===== config.mk =====
export PLATFORM = sky130hd
export DESIGN_NAME = utf8_stream_decoder
export DESIGN_NICKNAME = d
export VERILOG_FILES = /design/src/rtl/core/u8sd_pkg.sv /design/src/rtl/core/u8sd_step.sv /design/src/rtl/core/utf8_stream_decoder.sv
export VERILOG_INCLUDE_DIRS = /design/src /design/src/rtl/core
export SDC_FILE = /design/constraint.sdc
export NUM_CORES = 1
export LEC_CHECK = 0
export ABC_AREA = 1
export BUFFER_PORTS_ARGS = -buffer_cell sky130_fd_sc_hd__buf_2
export CAP_MARGIN = 10
export CORE_ASPECT_RATIO = 1.5
export CORE_MARGIN = 4
export CORE_UTILIZATION = 25
export DETAILED_ROUTE_END_ITERATION = 10
export PLACE_DENSITY = 0.51
export REMOVE_ABC_BUFFERS = 1
export SLEW_MARGIN = 30
export SYNTH_ARGS = -nofsm -noshare
export SYNTH_HDL_FRONTEND = slang
export SYNTH_HIERARCHICAL = 1
export SYNTH_SLANG_ARGS = --single-unit

===== constraint.sdc =====
create_clock -name clk -period 7.9 [get_ports clk]
set_clock_uncertainty 0.15 [all_clocks]
set_input_delay 0.79 -clock clk [delete_from_list [all_inputs] [get_ports clk]]
set_output_delay 0.79 -clock clk [all_outputs]
set_load 0.02 [all_outputs]

===== src/rtl/core/utf8_stream_decoder_macros.svh =====
// Assertion macros for the UTF-8 stream decoder.
// Used by utf8_stream_decoder.sv; no other dependencies.
`ifndef UTF8_STREAM_DECODER_MACROS_SVH
`define UTF8_STREAM_DECODER_MACROS_SVH

`ifndef SYNTH
// Same-cycle implication, off during reset.
`define U8SD_ASSERT_SAME(label, clk, rst, ante, cons, msg) \
  label: assert property (@(posedge clk) disable iff (rst) (ante) |-> (cons)) \
    else $error(msg);
// Next-cycle implication, off during reset.
`define U8SD_ASSERT_NEXT(label, clk, rst, ante, cons, msg) \
  label: assert property (@(posedge clk) disable iff (rst) (ante) |=> (cons)) \
    else $error(msg);
`else
`define U8SD_ASSERT_SAME(label, clk, rst, ante, cons, msg)
`define U8SD_ASSERT_NEXT(label, clk, rst, ante, cons, msg)
`endif

`endif


===== src/rtl/core/u8sd_pkg.sv =====
// Shared types and byte-range constants for the UTF-8 stream decoder.
// No dependencies.
`default_nettype none

package u8sd_pkg;

  localparam int unsigned CpW = 21;

  // Byte range boundaries
  localparam logic [7:0] ASCII_MAX = 8'h7F;
  localparam logic [7:0] CONT_MIN  = 8'h80;
  localparam logic [7:0] CONT_MAX  = 8'hBF;
  localparam logic [7:0] LEAD2_MAX = 8'hDF;
  localparam logic [7:0] LEAD3_MAX = 8'hEF;
  localparam logic [7:0] LEAD4_MAX = 8'hF7;

  // Continuation bytes owed after each lead kind
  localparam logic [1:0] OWED_NONE = 2'd0;
  localparam logic [1:0] OWED_ONE  = 2'd1;
  localparam logic [1:0] OWED_TWO  = 2'd2;
  localparam logic [1:0] OWED_THR  = 2'd3;

  typedef struct packed {
    logic [1:0]     owed;
    logic [CpW-1:0] acc;
  } dec_state_t;

  typedef struct packed {
    logic           emit;
    logic [CpW-1:0] code_point;
    logic           invalid;
    logic           text_done;
  } dec_result_t;

endpackage

`default_nettype wire


===== src/rtl/core/u8sd_step.sv =====
// One-byte decode step: next sequence state and optional result.
// Depends on u8sd_pkg.
`default_nettype none

module u8sd_step import u8sd_pkg::*; #(
  parameter int HELD_W = 8
) (
  input  logic [7:0]        byte_value,
  input  logic [HELD_W-1:0] char_class,
  input  logic              end_of_text,
  input  dec_state_t        state,
  input  logic [HELD_W-1:0] held_class,
  output dec_state_t        state_next,
  output logic [HELD_W-1:0] held_class_next,
  output dec_result_t       result
);

  logic           is_cont;
  logic [1:0]     owed_dec;
  logic [CpW-1:0] acc_shift;

  assign is_cont   = (byte_value >= CONT_MIN) && (byte_value <= CONT_MAX);
  assign owed_dec  = state.owed - 2'd1;
  assign acc_shift = {state.acc[CpW-7:0], byte_value[5:0]};

  always_comb begin
    state_next       = state;
    held_class_next  = held_class;
    result.emit      = 1'b0;
    result.code_point = '0;
    result.invalid   = 1'b0;
    result.text_done = end_of_text;

    if (state.owed != OWED_NONE) begin
      if (is_cont) begin
        state_next.acc  = acc_shift;
        state_next.owed = owed_dec;
        if (owed_dec == OWED_NONE) begin
          result.emit       = 1'b1;
          result.code_point = acc_shift;
        end
      end else begin
        // broken sequence; this byte is dropped
        result.emit    = 1'b1;
        result.invalid = 1'b1;
      end
    end else begin
      held_class_next = char_class;
      if (byte_value <= ASCII_MAX) begin
        result.emit       = 1'b1;
        result.code_point = CpW'(byte_value);
      end else if (byte_value <= CONT_MAX) begin
        result.emit    = 1'b1;
        result.invalid = 1'b1;
      end else if (byte_value <= LEAD2_MAX) begin
        state_next.acc  = CpW'(byte_value[4:0]);
        state_next.owed = OWED_ONE;
      end else if (byte_value <= LEAD3_MAX) begin
        state_next.acc  = CpW'(byte_value[3:0]);
        state_next.owed = OWED_TWO;
      end else if (byte_value <= LEAD4_MAX) begin
        state_next.acc  = CpW'(byte_value[2:0]);
        state_next.owed = OWED_THR;
      end else begin
        result.emit    = 1'b1;
        result.invalid = 1'b1;
      end
    end

    // text ended with bytes still owed: flush as invalid
    if (!result.emit && end_of_text) begin
      result.emit    = 1'b1;
      result.invalid = 1'b1;
    end

    if (result.emit) begin
      state_next.owed = OWED_NONE;
      state_next.acc  = '0;
    end
  end

endmodule

`default_nettype wire


===== src/rtl/core/utf8_stream_decoder.sv =====
// Top level of the UTF-8 stream decoder; needs u8sd_pkg, u8sd_step and the macros header.
// Each byte taken is held in the input register; its result (if any) then loads the output register once it is free.
// Throughput: one word per cycle; s_axis_tready drops only while the input register
//   is full and the output register is held by m_axis_tready low.
// Reset (rst, synchronous): empties both registers and clears the sequence
//   state (owed count, accumulator, held class tag).
`default_nettype none
`include "utf8_stream_decoder_macros.svh"

module utf8_stream_decoder import u8sd_pkg::*; #(
  parameter int CLASS_BITS = 8
) (
  input  logic        clk,
  input  logic        rst,
  input  logic        s_axis_tvalid,
  output logic        s_axis_tready,
  input  logic [7:0]  s_axis_tdata,   // [7:0] byte_value
  input  logic [7:0]  s_axis_tuser,   // [7:0] char_class
  input  logic        s_axis_tlast,   // end_of_text
  output logic        m_axis_tvalid,
  input  logic        m_axis_tready,
  output logic [23:0] m_axis_tdata,   // [20:0] code_point, [23:21] zero
  output logic [8:0]  m_axis_tuser,   // [0] invalid, [8:1] class_out
  output logic        m_axis_tlast    // text_done
);

  // Only the low CLASS_BITS (at most eight) of the tag are kept; the port carries eight.
  localparam int HeldW = (CLASS_BITS < 8) ? CLASS_BITS : 8;

  // Input register
  logic             in_valid;
  logic [7:0]       in_byte;
  logic [HeldW-1:0] in_class;
  logic             in_eot;

  // Sequence state
  dec_state_t       state;
  logic [HeldW-1:0] held_class;

  // Step outputs
  dec_state_t       state_next;
  logic [HeldW-1:0] held_class_next;
  dec_result_t      result;

  // Output register
  logic             out_valid;
  logic [CpW-1:0]   out_cp;
  logic             out_invalid;
  logic [HeldW-1:0] out_class;
  logic             out_done;

  logic out_free;
  logic advance;

  // The output register can take a result when empty or being drained.
  assign out_free      = !out_valid || m_axis_tready;
  // Word in the input register is decoded this cycle.
  assign advance       = in_valid && out_free;
  assign s_axis_tready = !in_valid || advance;

  u8sd_step #(
    .HELD_W (HeldW)
  ) u_step (
    .byte_value      (in_byte),
    .char_class      (in_class),
    .end_of_text     (in_eot),
    .state           (state),
    .held_class      (held_class),
    .state_next      (state_next),
    .held_class_next (held_class_next),
    .result          (result)
  );

  always_ff @(posedge clk) begin
    if (rst) begin
      in_valid   <= 1'b0;
      out_valid  <= 1'b0;
      state      <= '0;
      held_class <= '0;
    end else begin
      if (s_axis_tvalid && s_axis_tready) begin
        in_valid <= 1'b1;
        in_byte  <= s_axis_tdata;
        in_class <= s_axis_tuser[HeldW-1:0];
        in_eot   <= s_axis_tlast;
      end else if (advance) begin
        in_valid <= 1'b0;
      end

      if (advance) begin
        state      <= state_next;
        held_class <= held_class_next;
      end

      // load a new result, or retire the one just taken
      if (advance && result.emit) begin
        out_valid   <= 1'b1;
        out_cp      <= result.code_point;
        out_invalid <= result.invalid;
        out_class   <= held_class_next;
        out_done    <= result.text_done;
      end else if (m_axis_tready) begin
        out_valid <= 1'b0;
      end
    end
  end

  assign m_axis_tvalid = out_valid;
  assign m_axis_tdata  = {3'b000, out_cp};
  assign m_axis_tuser  = {8'(out_class), out_invalid};
  assign m_axis_tlast  = out_done;

  // Assertions
  `U8SD_ASSERT_SAME(a_idle_acc_clear, clk, rst, state.owed == OWED_NONE, state.acc == '0, "accumulator not cleared while idle")
  `U8SD_ASSERT_SAME(a_invalid_zero, clk, rst, out_valid && out_invalid, out_cp == '0, "invalid result carries a code point")
  `U8SD_ASSERT_NEXT(a_emit_loads, clk, rst, advance && result.emit, out_valid, "emitted result not registered")
  `U8SD_ASSERT_SAME(a_empty_ready, clk, rst, !in_valid, s_axis_tready, "empty input stage not ready")

endmodule

`default_nettype wire

==> results.md <==
* Met3 wire length at 251 um
* Placer Congestion at 0.807
* GR Util All Layers at a little over a tenth
* Via count at ~2.9k
* Wire length of the first global-routing pass at between 10000 and 15000 um
* WL met2 at 4500 um
* Post-CTS setup buffers at 0
* Max cap viols at 0
* Pre-Repair DR Iteration Count at 4
* Die Span X at 108 um
* Min setup slack post-route at around 4800 ps
* Worst relative slew slack at between 30% and 40%
* Minimum clock period at 3070 ps
* Pre-CTS setup slack at 4820 ps
* Wl on met1 at 3330 um
* DR WL/cell at between 10 and 15 um
* Hold Vio Cnt, Final at 0
* Die height at between 150 and 200 um
* Pin count of the biggest net entering global routing at 53
* Post_cts resized at 0
* Final #Nets at 490
* Total gr overflow at 0
* Area Growth Syn to Fin at 15.9%
* Pwr/cell area at about 240 nW/um^2
* Clock Tree Root: clkbuf_16
* CTS Buffer Depth at 2
* CTS tree: yes
* IO Pins at 57
* Final TNS setup at 0 ps
* Outcome: complete, no violations
* Worst EP required at 7740 ps
* Max-slew violations at 0
* Port Buf Inserts at 53
* RSZ-0062 raised after global routing: no
* Crit. End Element: flop
* Hold Slack at 329 ps
* Ys Warns at 6
* Cells after synthesis at 432
* Vias in the first global route at 2864
* Worst vdd ir at 97.8 uV
* 1st-iter DRT viols at 184
* Initial Util at around a quarter
* H-tree levels at 3
* HP Class: reg2reg
* Clk_lat worst skew at 330 ps
* Ant. Diodes at 0
* WS Path Type: reg2reg
* Row count at 54
* CP startpoint kind: flop
* Pleak at 1.75 nW
* Number of fill cells at 1633
* Final setup vio count at 0
* Layout cell share with drive strength beyond 1 at 19.5%
* Routed vias/inst at approximately 4.3
* DR DRC count at 0
* Mean Syn Cell Area at roughly 8.7 um^2
* CP Data Arrival Time at 2910 ps
* Cts hold-fix bufs at 0
* Antenna violations before repair at 0
* Crit-path max FO at 27
* FMAX at 0.326 GHz
* Detailed Route WL at 8420 um
* Dpl hpwl at 5960 um
* Least-Margin Pin Slew at 953 ps
* Post-route ant nets at 0
* Cell Area, Synth at 3740 um^2
* Worst reg2reg setup slack at 4830 ps
* Total core area at 14600 um^2
* DIE AREA at about 17000 um^2
* Clk sinks at 75
* Clock transition at path regs at 50 ps
* Final Cycle Share at 38.9%
* Num CTS Buffers at 9
* Highest routed layer: met4
-- routing by layer --
layer	vias to the layer above	global-route usage, %
li1	1445	-
met1	1329	10.9
met2	63	19.1
met3	21	2.24
met4	0	6.56
met5	-	0
-- per-stage QoR --
stage | power [mW] | cells | util, % | area, um^2
final | 1.04 | 668 | 29.7 | 4330
after global routing | 1.09 | 668 | 29.7 | 4330
after CTS | 1.05 | 668 | 29.7 | 4330
after detailed placement | 0.581 | 652 | 27.3 | 3990
after global placement | 0.579 | 652 | 27.3 | 3990
after floorplan | 0.544 | 401 | - | 3460
-- cells in the final DEF (no fill, tap or decap), drive strengths merged --
master / count
clkinv: 3
o21ai: 6
bufinv: 3
clkbuf: 10
dfxtp: 27
edfxtp: 48
o22ai: 1
nor3: 6
nand2: 116
buf: 55
conb: 3
nand4: 4
o32ai: 1
nand3: 46
nor2: 66
a21oi: 28
o31ai: 1
inv: 46
ha: 2
-- critical path, stage by stage, from the launching register on --
cell and delay [ps]:
dfxtp_1 410, inv_1 90, ha_1 210, buf_4 240, inv_2 380, nand2_4 150
nand3_4 220, nand2_1 120, nor2_2 320, buf_4 410
-- layout make-up --
cell class	count	area, um^2	area share [%]
flip-flops and latches	75	1980	45.8
multi-input cells	280	1310	30.2
repair buffers	55	280	6.47
well taps	196	245	5.66
clock buffers	10	229	5.29
inverters	46	175	4.04
clock inverters	6	113	2.60
-- power breakdown --
group	leakage [nW]	switching [mW]	internal, mW
Clock	0.167	0.155	0.310
Sequential	0.652	0.0160	0.439
Combinational	0.933	0.0779	0.0384
-- flip-flops by register name, summed over array words and instances, names as in the netlist --
register	flops
in_byte	8
held_class	8
in_valid	1
out_invalid	1
state	17
out_class	8
out_cp	21
in_class	8
m_axis_tvalid	1
m_axis_tlast	1
in_eot	1
-- path summary, 6_finish.rpt --
kind / start / endpoint / cells past startpoint
hold / removal: held_class[5] / held_class[5] / 2
hold reg to reg: held_class[5] / held_class[5] / 2
setup reg to reg: state[21] / out_invalid / 9
setup / recovery: state[21] / out_invalid / 9
(Power assumes the default switching activity.)
